<file path="src/nfwc_pkg.sv">
package nfwc_pkg;

    localparam int ADDR_W  = 16;
    localparam int BYTE_W  = 8;
    localparam int SECT_W  = 8;
    localparam int COUNT_W = 16;
    localparam int KIND_W  = 3;

    // one more bit than the address so the sweep end can hold the array size
    localparam int FILL_W      = ADDR_W + 1;
    localparam int FLASH_DEPTH = 1 << ADDR_W;

    localparam logic [KIND_W-1:0] KIND_READ    = 3'd0;
    localparam logic [KIND_W-1:0] KIND_PROGRAM = 3'd1;
    localparam logic [KIND_W-1:0] KIND_ERASE   = 3'd2;
    localparam logic [KIND_W-1:0] KIND_COUNT   = 3'd3;
    localparam logic [KIND_W-1:0] KIND_CLEAR   = 3'd4;

    localparam logic [BYTE_W-1:0]  ERASED_BYTE = 8'hFF;
    localparam logic [COUNT_W-1:0] COUNT_MAX   = 16'hFFFF;

    typedef struct packed {
        logic              en;
        logic [ADDR_W-1:0] addr;
        logic [BYTE_W-1:0] data;
    } byte_wr_t;

    typedef struct packed {
        logic               en;
        logic [SECT_W-1:0]  sector;
        logic [COUNT_W-1:0] data;
    } cnt_wr_t;

    typedef struct packed {
        logic [KIND_W-1:0] kind;
        logic [ADDR_W-1:0] address;
        logic [BYTE_W-1:0] write_data;
        logic [SECT_W-1:0] sector;
    } item_t;

endpackage

</file>
<file path="src/nfwc_count_mem.sv">
module nfwc_count_mem #(
    parameter int NUM_SECTORS = 16
) (
    input  logic                           clk,
    input  logic                           rst_n,
    input  logic                           rd_en,
    input  logic [nfwc_pkg::SECT_W-1:0]    rd_sector,
    input  nfwc_pkg::cnt_wr_t              wr,
    input  logic                           clear_all,
    output logic [nfwc_pkg::COUNT_W-1:0]   rd_count
);

    localparam int SEC_W = (NUM_SECTORS > 1) ? $clog2(NUM_SECTORS) : 1;

    logic [nfwc_pkg::COUNT_W-1:0] mem [NUM_SECTORS];
    logic [nfwc_pkg::COUNT_W-1:0] rd_data_reg;
    logic [SEC_W-1:0]             rd_idx_reg;
    logic [NUM_SECTORS-1:0]       vld_reg;
    logic [NUM_SECTORS-1:0]       vld_next;

    always_ff @(posedge clk)
    begin
        if (wr.en)
        begin
            mem[wr.sector[SEC_W-1:0]] <= wr.data;
        end
        if (rd_en)
        begin
            rd_data_reg <= mem[rd_sector[SEC_W-1:0]];
            rd_idx_reg  <= rd_sector[SEC_W-1:0];
        end
    end

    always_comb
    begin
        vld_next = vld_reg;
        if (clear_all)
        begin
            vld_next = '0;
        end
        if (wr.en)
        begin
            vld_next[wr.sector[SEC_W-1:0]] = 1'b1;
        end
    end

    always_ff @(posedge clk or negedge rst_n)
    begin
        if (!rst_n)
        begin
            vld_reg <= '0;
        end
        else
        begin
            vld_reg <= vld_next;
        end
    end

    // valid bit is looked at when the data is used, so a clear after the read still counts
    assign rd_count = vld_reg[rd_idx_reg] ? rd_data_reg : '0;

endmodule

</file>
<file path="config.mk">
export PLATFORM = sky130hd
export DESIGN_NAME = nfwc_count_mem
export DESIGN_NICKNAME = d
export VERILOG_FILES = /design/src/nfwc_pkg.sv /design/src/nfwc_count_mem.sv
export SDC_FILE = /design/constraint.sdc
export NUM_CORES = 1
export LEC_CHECK = 0
export ABC_CLOCK_PERIOD_IN_PS = 2500
export BUFFER_PORTS_ARGS = -buffer_cell sky130_fd_sc_hd__buf_4
export CORE_MARGIN = 4
export CORE_UTILIZATION = 45
export CTS_CLUSTER_DIAMETER = 200
export DETAILED_ROUTE_END_ITERATION = 8
export GPL_TIMING_DRIVEN = 0
export PLACE_DENSITY = 0.61
export SLEW_MARGIN = 30
export SYNTH_ARGS = -nofsm -noshare
export SYNTH_HDL_FRONTEND = slang
export SYNTH_SLANG_ARGS = --single-unit
</file>
<file path="constraint.sdc">
create_clock -name clk -period 2.5 [get_ports clk]
set_clock_uncertainty 0.2 [all_clocks]
set_input_delay 0.25 -clock clk [delete_from_list [all_inputs] [get_ports clk]]
set_output_delay 0.25 -clock clk [all_outputs]
set_load 0.02 [all_outputs]
</file>
Word level (Yosys, flattened, before mapping)
Memories as Yosys holds them, arrays and structs flattened. A register that Yosys moved wholly into a read port is not among the register bits. Index checks and enable logic that the tools add are counted.

Order comparisons: 3. Multiplexer cells: 9. Bitwise logic cells: 1. Reductions and logical operators: 1.

Operators with widths (number): $mux 16 (3); $or 16x16->16 (1); $lt 4x5->1 const B (2); $bmux 1 s4 (1); $demux 1 s4 (1); $ge 4x1->1 const B (1); $mux 1 (4); $logic_and 1x1->1 (1).

Register bits: 20. Bits in writable memories: 256. Input port bits: 37. Output and inout bits: 16. Logic and storage cells: 17. Memories kept: 1.

Memories: mem (depth 16, width 16, rd ports 1, clocked after Yosys merged registers in 1, wr ports 1, line nfwc_count_mem.sv:15) `logic [nfwc_pkg::COUNT_W-1:0] mem [NUM_SECTORS];`.

Longest topological paths before layout
Depth after elaboration: 6. Gate-level depth with buffers: 6. Gate-level depth less buffers: 4.

Worst setup path before layout
OpenSTA, ideal clock, no wires.

Path type: input to register. From: in wr[18] (netlist name). To: mem mem[0][0] (netlist name) (enable). Setup time: 0.412 ns. Data arrival time: 1.947 ns. Data required time: 1.888 ns. Slack: -0.059 ns. Stages: 2. Path buffers: 0. Cell sequence: or3b_2 -> nor3_1.

RTL lines: start, declared (line nfwc_count_mem.sv:8) `input nfwc_pkg::cnt_wr_t wr,`; end, declared (line nfwc_count_mem.sv:15).

Straight into the memory's write port.

Worst setup path after layout
From: reg rd_idx_reg[0]. To: out rd_count[12] (netlist name).

Word-level cells in the longest chain between the ends: 3.

RTL lines: start, declared (line nfwc_count_mem.sv:17) `logic [SEC_W-1:0] rd_idx_reg;`; start signal, assigned (line nfwc_count_mem.sv:30) `rd_idx_reg <= rd_sector[SEC_W-1:0];`; $bmux 1 s4 (line nfwc_count_mem.sv:60) `assign rd_count = vld_reg[rd_idx_reg] ? rd_data_reg : '0;`; $mux 1 (not written as such) (line nfwc_count_mem.sv:60); $mux 16 (line nfwc_count_mem.sv:60); end, declared (line nfwc_count_mem.sv:10) `output logic [nfwc_pkg::COUNT_W-1:0] rd_count`.

Every way passes these cells. The select of a mux whose other input is x is not followed.

==> results.md <==
- Status: finished, violations left
- Failing checks: negative setup slack
- Fin cells: ~970
- Worst reg2reg path depth: 3
- DRT Wirelength: ~24,000 um
- Layout cell share with drive strength beyond 1: between 30% and 40%
- Startpoint types: register
- Sw frac: about 20%
- Final setup viols: 16
- Setup Buffers After CTS: 0
- Chip height: 165 um
- Later-pin clock latency in the skew report: roughly 520 ps
- Nets: around 660
- Clk root buf: clkbuf_16
- Deepest clock path buffer count: 3
- Final Hold Viols: 0
- Setup crit start: rd_idx_reg[0]
- Worst setup EP type: primary output
- Port Buffers: 44
- EDFF count, synth: 276
- Via-to-Cell Ratio: 5.53
- Setup Crit Path Kind: register to primary output
- WP data required: 2050 ps
- Reg2reg end: rd_data_reg[15]
- Most common cell in the netlist: edfxtp_1
- Fin. max-slew vios: 0
- Post-layout util: 55.7%
- Post-route DRC: 0
- Max_cap viols: 0
- Routed wire length per instance: 24.5 um
- Final Cell Area: approximately 0.014 mm^2
- Gpl congestion: between 0.7 and 0.8
- Dpl cells: 886
- Hold/Removal Path Class: primary input to register
- # diodes: 0
- TritonCTS Buffers: 29
- Core area: 0.0242 mm^2
- DP Wirelength: about 16,000 um
- R2R Setup Slk: ~700 ps
- Fin crit period: roughly 2700 ps
- Final worst slack: -158 ps
- I/O Pins: 53
- Synth area leaders: edfxtp_1 (75%), mux4_2 (13%), dfrtp_1 (3.6%)
- YS warnings: 0
- Die Width: around 160 um
- Dpl cell area: 0.0122 mm^2
- Static Leak: approximately 4.6 nW
- Total grt overflow: 0
- Initial DRC Count: between 300 and 400
- Highest clock rate: 0.376 GHz
- Worst IR Drop VDD: between 0.5 and 0.6 mV
- CTS Sinks: roughly 290
- Max reg flops: about 260
- Reg2reg start: mem[7][15]
- H-Tree Level Count: 1
- Vias in the first global route: between 5,000 and 6,000
- FFs w/ async S/R, synth: between 5 and 6%
- Area growth syn-to-layout: 21.9%
- Initial Util: 45.7%
- Comb pwr share: about 6.5%
- Antenna violations before repair: 0
- Largest net degree at the start of global routing: 21
- Synth Flop Type: edfxtp_1
- Fin crit share: 106%
- Fillers: ~1,800
- Worst hold margin: around 200 ps
- Pwr Total: around 11 mW
- Net switching power: 2.13 mW
- FF+latch count, synth: between 200 and 300
- Post-synth top cells: edfxtp_1 (276), mux4_2 (64), a22oi_1 (32)
- Post-Syn Instances: 502
- Total track usage: a little under a fifth
- RSZ-0062 raised after global routing: true
- Seq pwr share: a little over half
- Slew @ Worst Pin: ~890 ps
- CTS tree: built
- Power Internal: around 8.5 mW
- First-pass GRT wire length: approximately 36,000 um
- Synthesized Nets: between 500 and 600
- Via count: ~5,400
- Synth top area share: between 70% and 80%
- Clock Power Share: between 40% and 50%
- Clk slew on worst S/H paths: 60 ps
- Setup crit end: rd_count[12]
- WP data arrival: between 2000 and 2500 ps
- Max FO, Critical Path: 8
- Synthesized area per cell: 22.1 um^2
- DR pass1 iterations: 4
- Synth unique cells: 25
- Post-synth top area cell: edfxtp_1
- DRT antenna net count: 0
- Row count: 57
- Seq/Total Area, Yosys: between 70% and 80%
- Die outline area: approximately 0.027 mm^2
- Mapped Area: roughly 0.011 mm^2
- Headroom to the max-slew limit: 40.5%
- Pwr per Cell Area: between 700 and 800 mW/mm^2
-- what timing repair did --
action / CTS / global route
hold buffers: 27 / 0
gates resized for setup: 21 / 2
gates cloned: 1 / 0
endpoints found under the setup margin: 16 / 19
hold endpoints to repair: 321 / 0
pin swaps: 13 / 3
-- metal layers --
metal	GRT usage [%]	share of wire, %	wire length, um	vias up
met5	0	0	0	-
li1	-	-	-	2330
met4	4.46	2.0	483	0
met1	24.8	42	9980	2866
met2	31.0	52	12300	121
met3	2.82	4.2	1000	33
-- cell families (layout without fill, tap and decap cells) --
| logic type | after synthesis | in the layout | synth area share [%] |
|---|---|---|---|
| multiplexers | 70 | 70 | 13.9 |
| AO/OA/AOI/OAI | 51 | 51 | 3.52 |
| AND/OR/NAND/NOR | 63 | 63 | 3.09 |
| flip-flops | 292 | 292 | 78.4 |
| buffers and inverters | 26 | 167 | 1.10 |
-- power by group through the flow --
stage	sequential, mW	clock, mW	combinational, mW
4_1_cts	5.52	4.47	0.704
5_1_grt	5.53	4.68	0.749
2_1_floorplan	5.61	0	0.351
6_report	5.52	4.40	0.693
3_5_place_dp	5.62	0	0.638
3_3_place_gp	5.62	0	0.594
-- cell usage in the layout (no fill, tap or decap), drive strengths merged, types with 2 or more instances in the layout --
master | netlist | final
clkbuf | 14 | 54
nor2b | 2 | 2
nor3 | 4 | 4
a21o | 16 | 16
mux4 | 66 | 66
mux2 | 4 | 4
nand3b | 2 | 2
buf | 10 | 71
nor2 | 15 | 15
dfrtp | 16 | 16
nand2 | 18 | 18
clkinv | 0 | 9
bufinv | 0 | 3
inv | 2 | 2
edfxtp | 276 | 276
a22oi | 32 | 32
o221ai | 2 | 2
and2 | 17 | 17
dlygate4sd3 | 0 | 27
nand2b | 3 | 3
-- through the flow --
step / setup TNS [ps] / setup slack, ps
4_1_cts: -3380 / -236
3_3_place_gp: -136500 / -1270
6_report: -2170 / -158
5_1_grt: -3660 / -261
3_5_place_dp: -3880 / -319
2_1_floorplan: 0 / 243
-- cell type report --
type                    instances  area, um^2  area share, %
inverters                       2        7.51         0.0556
flip-flops and latches        292        8690           64.3
well taps                     324         405           3.00
multi-input cells             184        2420           17.9
clock inverters                13         138           1.02
repair buffers                 88         882           6.53
clock buffers                  40         856           6.34
plain buffers                  24         115          0.852
-- how the worst min path moves through the flow --
stage | depth (start not counted) | slack [ps] | endpoint | from
global route | 3 | 210 | mem[2][2] | wr[19]
detailed placement | 1 | -80 | vld_reg[14] | rst_n
floorplan | 0 | -250 | vld_reg[0] | rst_n
global placement | 1 | -90 | vld_reg[14] | rst_n
CTS | 3 | 180 | mem[2][2] | wr[19]
finish | 3 | 200 | mem[2][2] | wr[18]
-- worst max-delay path, stage by stage (launching register included) --
cell and delay (ps):
edfxtp_1 340, buf_6 130, mux4_2 530, nor2_4 120
o22ai_4 130, buf_6 170, and2_4 140, buf_6 120
Power figures use the tool's default switching activity.
